--- src/rtl/core/fpsq_pkg.sv ---
package fpsq_pkg;

    localparam int unsigned RadicandWidth = 32;
    localparam int unsigned RootWidth     = 24;
    localparam int unsigned FracBitsDflt  = 16;

    // any of the top twelve radicand bits set selects the high start bit
    localparam logic [RadicandWidth-1:0] TopTwelveMask = 32'hFFF0_0000;
    localparam logic [RadicandWidth-1:0] StartHigh     = 32'h4000_0000;
    localparam logic [RadicandWidth-1:0] StartLow      = 32'h0004_0000;

    typedef logic [RadicandWidth-1:0] t_word;

    // controller to datapath
    typedef struct packed {
        logic load;
        logic step;
        logic correct;
        logic capture;
    } t_cmd;

    // datapath to controller
    typedef struct packed {
        logic bit_last;
    } t_status;

endpackage

--- src/rtl/core/fpsq_if.sv ---
interface fpsq_in_if;
    logic                                 valid;
    logic                                 ready;
    logic [fpsq_pkg::RadicandWidth-1:0]   radicand;

    modport source (output valid, output radicand, input ready);
    modport sink   (input valid, input radicand, output ready);
endinterface

interface fpsq_out_if;
    logic                                 valid;
    logic                                 ready;
    logic [fpsq_pkg::RootWidth-1:0]       root;

    modport source (output valid, output root, input ready);
    modport sink   (input valid, input root, output ready);
endinterface

--- src/rtl/core/fpsq_ctrl.sv ---
module fpsq_ctrl (
    input  logic              i_clk,
    input  logic              i_rst_n,
    input  logic              i_in_valid,
    input  logic              i_out_ready,
    input  fpsq_pkg::t_status i_status,
    output logic              o_in_ready,
    output logic              o_out_valid,
    output fpsq_pkg::t_cmd    o_cmd
);

    typedef enum logic [2:0] {
        S_IDLE,
        S_PASS1,
        S_CORR,
        S_PASS2,
        S_DONE
    } t_state;

    t_state r_state;
    t_state n_state;
    logic   r_out_valid;
    logic   n_out_valid;
    logic   out_free;

    assign out_free = !r_out_valid || i_out_ready;

    always_comb begin
        n_state     = r_state;
        n_out_valid = r_out_valid && !i_out_ready;
        o_cmd       = '0;
        case (r_state)
            S_IDLE: begin
                if (i_in_valid) begin
                    o_cmd.load = 1'b1;
                    n_state    = S_PASS1;
                end
            end
            S_PASS1: begin
                o_cmd.step = 1'b1;
                if (i_status.bit_last) begin
                    n_state = S_CORR;
                end
            end
            S_CORR: begin
                o_cmd.correct = 1'b1;
                n_state       = S_PASS2;
            end
            S_PASS2: begin
                o_cmd.step = 1'b1;
                if (i_status.bit_last) begin
                    n_state = S_DONE;
                end
            end
            S_DONE: begin
                if (out_free) begin
                    o_cmd.capture = 1'b1;
                    n_out_valid   = 1'b1;
                    n_state       = S_IDLE;
                end
            end
            default: begin
                n_state = S_IDLE;
            end
        endcase
    end

    always_ff @(posedge i_clk) begin
        if (!i_rst_n) begin
            r_state     <= S_IDLE;
            r_out_valid <= 1'b0;
        end else begin
            r_state     <= n_state;
            r_out_valid <= n_out_valid;
        end
    end

    assign o_in_ready  = (r_state == S_IDLE);
    assign o_out_valid = r_out_valid;

endmodule

--- src/rtl/core/fpsq_dp.sv ---
module fpsq_dp #(
    parameter int unsigned FRAC_BITS = fpsq_pkg::FracBitsDflt
) (
    input  logic                             i_clk,
    input  fpsq_pkg::t_cmd                   i_cmd,
    input  logic [fpsq_pkg::RadicandWidth-1:0] i_radicand,
    output fpsq_pkg::t_status                o_status,
    output logic [fpsq_pkg::RootWidth-1:0]   o_root
);

    localparam fpsq_pkg::t_word Half      = fpsq_pkg::t_word'(1) << (FRAC_BITS - 1);
    localparam fpsq_pkg::t_word Pass2Bit  = fpsq_pkg::t_word'(1) << (FRAC_BITS - 2);

    fpsq_pkg::t_word r_rem;
    fpsq_pkg::t_word r_root;
    fpsq_pkg::t_word r_bit;
    fpsq_pkg::t_word n_rem;
    fpsq_pkg::t_word n_root;
    fpsq_pkg::t_word n_bit;
    logic [fpsq_pkg::RootWidth-1:0] r_result;

    fpsq_pkg::t_word trial;
    fpsq_pkg::t_word rem_less_root;
    logic            rem_big;

    assign trial         = r_root + r_bit;
    // rem - root - 1, so that (x << F) - half becomes ((x - 1) << F) | half
    assign rem_less_root = r_rem + ~r_root;
    assign rem_big       = |r_rem[fpsq_pkg::RadicandWidth-1:FRAC_BITS];

    always_comb begin
        n_rem  = r_rem;
        n_root = r_root;
        n_bit  = r_bit;
        if (i_cmd.load) begin
            n_rem  = i_radicand;
            n_root = '0;
            n_bit  = (|(i_radicand & fpsq_pkg::TopTwelveMask)) ?
                     fpsq_pkg::StartHigh : fpsq_pkg::StartLow;
        end else if (i_cmd.step) begin
            // trial bits above the remainder just leave root at zero
            if (r_rem >= trial) begin
                n_rem  = r_rem - trial;
                n_root = (r_root >> 1) + r_bit;
            end else begin
                n_root = r_root >> 1;
            end
            n_bit = r_bit >> 2;
        end else if (i_cmd.correct) begin
            if (rem_big) begin
                n_rem  = (rem_less_root << FRAC_BITS) | Half;
                n_root = (r_root << FRAC_BITS) | Half;
            end else begin
                n_rem  = r_rem << FRAC_BITS;
                n_root = r_root << FRAC_BITS;
            end
            n_bit = Pass2Bit;
        end
    end

    always_ff @(posedge i_clk) begin
        r_rem  <= n_rem;
        r_root <= n_root;
        r_bit  <= n_bit;
        if (i_cmd.capture) begin
            r_result <= r_root[fpsq_pkg::RootWidth-1:0];
        end
    end

    assign o_status.bit_last = (r_bit[fpsq_pkg::RadicandWidth-1:2] == '0);
    assign o_root            = r_result;

endmodule

--- src/rtl/core/fixed_point_square_root_unit.sv ---
// fixed-point square root, unsigned, FRAC_BITS fraction bits
// i_in carries one 32-bit radicand per beat, o_out one 24-bit truncated root per beat;
// both use valid/ready, a beat moves when valid and ready are high at a clock edge
// an item is taken only while the unit is idle; it then runs on its own:
//   a load, 16 or 10 restoring steps for the integer root (16 when any of
//   the top twelve radicand bits is set), a scaling/correction step, then
//   FRAC_BITS/2 more steps, and a move of the root into the output register
// a new radicand is taken only once the previous root has moved into the output register,
// so one item is in flight at a time; a single shared add/compare/subtract step
// serves every restoring step of both passes
// the finished root sits in an output register, so when the receiver stalls the
// unit is already idle and accepts the next radicand; that item then waits after
// its final step until the held result is taken
// i_rst_n is synchronous and active low: the unit returns to idle and o_out.valid drops
module fixed_point_square_root_unit #(
    parameter int unsigned FRAC_BITS = fpsq_pkg::FracBitsDflt
) (
    input  logic              i_clk,
    input  logic              i_rst_n,
    fpsq_in_if.sink           i_in,
    fpsq_out_if.source        o_out
);

    // command and status between the sequencer and the datapath
    fpsq_pkg::t_cmd    cmd;
    fpsq_pkg::t_status status;

    // sequencer: idle, integer pass, correction, fraction pass, hand-off
    fpsq_ctrl u_ctrl (
        .i_clk       (i_clk),
        .i_rst_n     (i_rst_n),
        .i_in_valid  (i_in.valid),
        .i_out_ready (o_out.ready),
        .i_status    (status),
        .o_in_ready  (i_in.ready),
        .o_out_valid (o_out.valid),
        .o_cmd       (cmd)
    );

    // remainder, partial root and trial bit, plus the output register
    fpsq_dp #(
        .FRAC_BITS (FRAC_BITS)
    ) u_dp (
        .i_clk      (i_clk),
        .i_cmd      (cmd),
        .i_radicand (i_in.radicand),
        .o_status   (status),
        .o_root     (o_out.root)
    );

endmodule

--- src/flat_wrapper.sv ---
// flat-port wrapper written by rule: the top's interface ports become plain ports
module fixed_point_square_root_unit_flat 
#(
    parameter int unsigned FRAC_BITS = fpsq_pkg::FracBitsDflt
)
  (i_clk, i_rst_n, i_in_valid, i_in_radicand, i_in_ready, o_out_valid, o_out_root, o_out_ready);
  fpsq_in_if i_in_i ();
  fpsq_out_if o_out_i ();
  input  logic i_clk;
  input  logic i_rst_n;
  input wire logic [$bits(i_in_i.valid)-1:0] i_in_valid;
  input wire logic [$bits(i_in_i.radicand)-1:0] i_in_radicand;
  output wire logic [$bits(i_in_i.ready)-1:0] i_in_ready;
  output wire logic [$bits(o_out_i.valid)-1:0] o_out_valid;
  output wire logic [$bits(o_out_i.root)-1:0] o_out_root;
  input wire logic [$bits(o_out_i.ready)-1:0] o_out_ready;
  assign i_in_i.valid = i_in_valid;
  assign i_in_i.radicand = i_in_radicand;
  assign i_in_ready = i_in_i.ready;
  assign o_out_valid = o_out_i.valid;
  assign o_out_root = o_out_i.root;
  assign o_out_i.ready = o_out_ready;
  fixed_point_square_root_unit #(.FRAC_BITS(FRAC_BITS)) u_core (.i_clk(i_clk), .i_rst_n(i_rst_n), .i_in(i_in_i), .o_out(o_out_i));
endmodule
--- config.mk ---
export PLATFORM = sky130hd
export DESIGN_NAME = fixed_point_square_root_unit_flat
export DESIGN_NICKNAME = d
export VERILOG_FILES = /design/src/rtl/core/fpsq_pkg.sv /design/src/rtl/core/fpsq_if.sv /design/src/rtl/core/fpsq_ctrl.sv /design/src/rtl/core/fpsq_dp.sv /design/src/rtl/core/fixed_point_square_root_unit.sv /design/src/flat_wrapper.sv
export SDC_FILE = /design/constraint.sdc
export NUM_CORES = 1
export LEC_CHECK = 0
export BUFFER_PORTS_ARGS = -buffer_cell sky130_fd_sc_hd__buf_2
export CORE_MARGIN = 3
export CORE_UTILIZATION = 40
export CTS_BUF_LIST = sky130_fd_sc_hd__clkbuf_8
export CTS_CLUSTER_SIZE = 25
export DETAILED_ROUTE_END_ITERATION = 10
export HOLD_SLACK_MARGIN = 0.12
export PLACE_DENSITY_LB_ADDON = 0.1
export SETUP_SLACK_MARGIN = 0.1
export SLEW_MARGIN = 20
export SYNTH_ARGS = -nofsm -noshare
export SYNTH_HDL_FRONTEND = slang
export SYNTH_SLANG_ARGS = --single-unit
--- constraint.sdc ---
create_clock -name i_clk -period 6.4 [get_ports i_clk]
set_input_delay 1.6 -clock i_clk [delete_from_list [all_inputs] [get_ports i_clk]]
set_output_delay 1.6 -clock i_clk [all_outputs]
set_load 0.01 [all_outputs]
==> summary.txt <==
Routing
  • Drt wl/cell: ~21 um
  • Via density: 6.00
  • Pre-Repair DR Iteration Count: 5
  • Iteration-0 DRC Markers: 603
  • Antenna Nets Post-Route: 0
  • Drt drc: 0
  • Vias after detailed routing: about 8,300
  • Total Wirelength: 29,400 um

Timing
  • Fmax: approximately 0.19 GHz
  • Final Hold Vio Count: 0
  • Skew final: ~0.022 ns
  • Worst Max-Slew Pin Slew: 0.932 ns
  • Pins Over Slew Limit: 0
  • Rel. slew slack: 37.7%
  • Part of the cycle the worst path needs: between 80% and 90%
  • Unrepaired setup endpoints after global routing: no
  • Minimum clock period: around 5.2 ns
  • TNS Setup: 0 ns
  • Hold_ws: around 0.5 ns
  • Final setup violation count: 0

Worst setup path
  • Worst path buffer plus inverter count: 2
  • Critical path class: reg2reg
  • CP Capture Type: flop
  • Critical Path Fanout Max: 32
  • Worst Setup Start Kind: flop
  • Reg-to-reg startpoint: u_core.u_dp.r_root[10]$_SDFFE_PP0P_
  • Kind of cell adding the most delay to the critical path: compound AO/OA/AOI/OAI gates
  • Crit path depth: 17
  • Crit path DAT: about 5.2 ns
  • WP data required: roughly 6.5 ns
  • Worst-path cell chain: ha_1 > nand2_1 > o21bai_1 > a211oi_1 > a2111oi_2 > nor2_1 > o21ai_2 > a31oi_1 > xor2_1 > ha_1 > nand4_1 > nor4_1 > o211a_1 > nor3_4 > buf_4 > a21oi_4 > buf_4
  • R2R cell count: 17
  • CP max-delay cell: dfxtp_1
  • Worst path max stage delay: about 0.53 ns
  • Reg2reg end: u_core.u_dp.r_rem[18]$_DFFE_PP_
  • Worst R2R Setup Slack: 1.23 ns

Layout
  • Area Growth Syn to Fin: 7.59%
  • Nets: ~1,200
  • Commonest non-fill, non-tap cell in the layout: a21oi_1
  • Commonest non-fill, non-tap cells in the layout: 112 x a21oi_1, 96 x nor2_1, 90 x nand2_1, 81 x ha_1, 72 x edfxtp_1
  • ANT cells: 0
  • Layout cell share with drive strength beyond 1: 11.7%
  • FILL cells: approximately 2,300
  • Footprint of the multi-input gates: 5880 um2
  • Register Area: 2880 um2

Global route
  • Vias in the first global route: slightly below 8,000
  • Largest net degree at the start of global routing: 48
  • GR Util All Layers: 23.8%
  • Initial antenna violation count: 0
  • First-pass GRT wire length: ~45,000 um
  • Global route total overflow: 0

Placed design
  • Final Wtd Congestion: between 0.9 and 1
  • # port buffers: 61
  • DP Wirelength: about 22,000 um

Clocking
  • Hold_buf cts: 0
  • CTS max path bufs: 2
  • CTS H-Tree Depth: 3
  • Number of buffers created by CTS: 9
  • Clk sinks: approximately 110
  • Buffer count from post-CTS setup fixing: 0
  • Worst-path clk slew: 0.11 ns
  • Worst-Skew Late Latency: 0.42 ns
  • Clk root buf: clkbuf_8
  • CTS tree: yes
  • Count of cells resized by post-cts repair: 0

Synth
  • Mapped Cells: roughly 1,100
  • Cell variety after synth: 84
  • Number of synthesized flops with an enable pin: 72
  • Top_reg_cell synth: edfxtp_1
  • Post-synth ARST share: 0%
  • Synth warn: 0
  • Yosys reg bits: around 110
  • Syn_nets: between 1,000 and 1,500
  • Register area share after synthesis: 31.6%
  • Avg Cell Area, Syn: 8.60 um2
  • Mapped Area: 9140 um2

Min path
  • Hold Crit Endpoint: u_core.u_dp.o_root[0]$_DFFE_PP_
  • Hold Path Depth: 0
  • Worst min path class: reg2reg
  • Hold Crit Start: u_core.u_dp.r_root[0]$_SDFFE_PP0P_

Floorplan
  • Die Width: 157 um
  • Die Footprint: ~25,000 um2
  • Cell row count: 54
  • Die Ht: 157 um
  • Core area: roughly 22,000 um2
  • Initial Util: about two fifths
  • Io pins: 62

Run status
  • Status: complete, no violations

Pwr
  • Leak: between 3 and 4 nW
  • VDD IR-drop max: about 0.00028 V
  • Pwr dens: between 500 and 600 nW/um2

Job
  • Max-cap viol count: 0
-- synth_stat cells, drive strengths merged (3+ instances only) --
cell type | count | area share [%]
a21oi | 114 | 6.3
nor2 | 98 | 4.1
nand2 | 90 | 3.7
ha | 81 | 11
o21ai | 76 | 4.2
edfxtp | 72 | 24
xnor2 | 55 | 5.3
inv | 37 | 1.5
xor2 | 37 | 3.5
dfxtp | 36 | 7.9
a31oi | 32 | 2.3
clkbuf | 32 | 1.3
a21o | 29 | 2.4
o22ai | 24 | 1.6
buf | 20 | 1.5
nor3 | 19 | 1.2
a211oi | 18 | 1.7
nand4 | 18 | 1.2
o21bai | 18 | 1.7
and3 | 17 | 1.2
nand3 | 16 | 0.99
nor4 | 15 | 1.1
nand2b | 12 | 0.82
nor2b | 9 | 0.62
o211ai | 7 | 0.58
a31o | 6 | 0.58
mux2i | 6 | 0.66
o221ai | 5 | 0.48
and2 | 4 | 0.30
and4 | 4 | 0.38
o21a | 4 | 0.33
or3 | 4 | 0.27
a221oi | 3 | 0.42
a32o | 3 | 0.33
mux2 | 3 | 0.37
o211a | 3 | 0.33
or2 | 3 | 0.21
-- flip-flops by register name, indices dropped and copies added (netlist names) --
register                   cells
u_core.u_dp.r_rem             32
u_core.u_ctrl.o_out_valid      1
u_core.u_ctrl.r_state          3
u_core.u_dp.r_root            32
u_core.u_dp.r_bit             16
u_core.u_dp.o_root            24
-- per-stage QoR --
stage,worst slack (ns),util [%],area (um2),power (mW),std cells
after floorplan,0.703,-,9140,4.01,1062
after global placement,1.40,43.5,9650,4.92,1363
after detailed placement,1.37,43.5,9650,4.89,1363
after CTS,1.33,44.4,9830,5.35,1379
after global routing,0.934,44.4,9830,5.79,1379
final,1.23,44.4,9830,5.36,1379
-- final cells by class --
cell class                      count  share of cell area (%)
Clock buffer                        9                    1.26
Clock inverter                      7                   0.586
Inverter                           37                    1.41
Multi-Input combinational cell    865                    59.8
Sequential cell                   108                    29.3
Tap cell                          280                    3.56
Timing Repair Buffer               73                    4.02
-- layer usage --
| metal | up-vias | wire, um | GRT usage, % |
|---|---|---|---|
| li1 | 4030 | - | - |
| met1 | 3978 | 13700 | 34.2 |
| met2 | 232 | 13600 | 37.6 |
| met3 | 33 | 1610 | 3.11 |
| met4 | 0 | 592 | 6.40 |
| met5 | - | 0 | 0 |
-- where the power goes --
group	total (mW)	internal, mW	switching [mW]
clock network	0.434	0.149	0.285
logic	3.64	1.48	2.16
registers	1.29	1.00	0.287
total	5.36	2.63	2.73
-- cell families after synthesis --
family                     count (synthesis)  synth area share (%)
AOI/OAI and AO/OA                        367                  26.1
buffers and inverters                     89                  4.35
xor gates and xnor gates                  92                  8.82
adders and majority gates                 83                  11.5
and+or+nand+nor                          313                  16.4
muxes                                     10                  1.27
DFF                                      108                  31.6
-- how the worst max path moves through the flow --
stage | slack (ns) | endpoint | start
after floorplan | 0.70 | u_core.u_dp.r_rem[0]$_DFFE_PP_ | u_core.u_dp.r_bit[4]$_SDFFCE_PP0P_
after global placement | 1.40 | u_core.u_dp.r_root[16]$_SDFFE_PP0P_ | u_core.u_dp.r_bit[2]$_SDFFCE_PP0P_
after detailed placement | 1.37 | u_core.u_dp.r_rem[2]$_DFFE_PP_ | u_core.u_dp.r_root[4]$_SDFFE_PP0P_
after CTS | 1.33 | u_core.u_dp.r_rem[18]$_DFFE_PP_ | u_core.u_dp.r_bit[2]$_SDFFCE_PP0P_
after global routing | 0.93 | u_core.u_dp.r_root[16]$_SDFFE_PP0P_ | u_core.u_dp.r_root[10]$_SDFFE_PP0P_
final | 1.23 | u_core.u_dp.r_rem[18]$_DFFE_PP_ | u_core.u_dp.r_root[10]$_SDFFE_PP0P_
(Power assumes the default switching activity.)
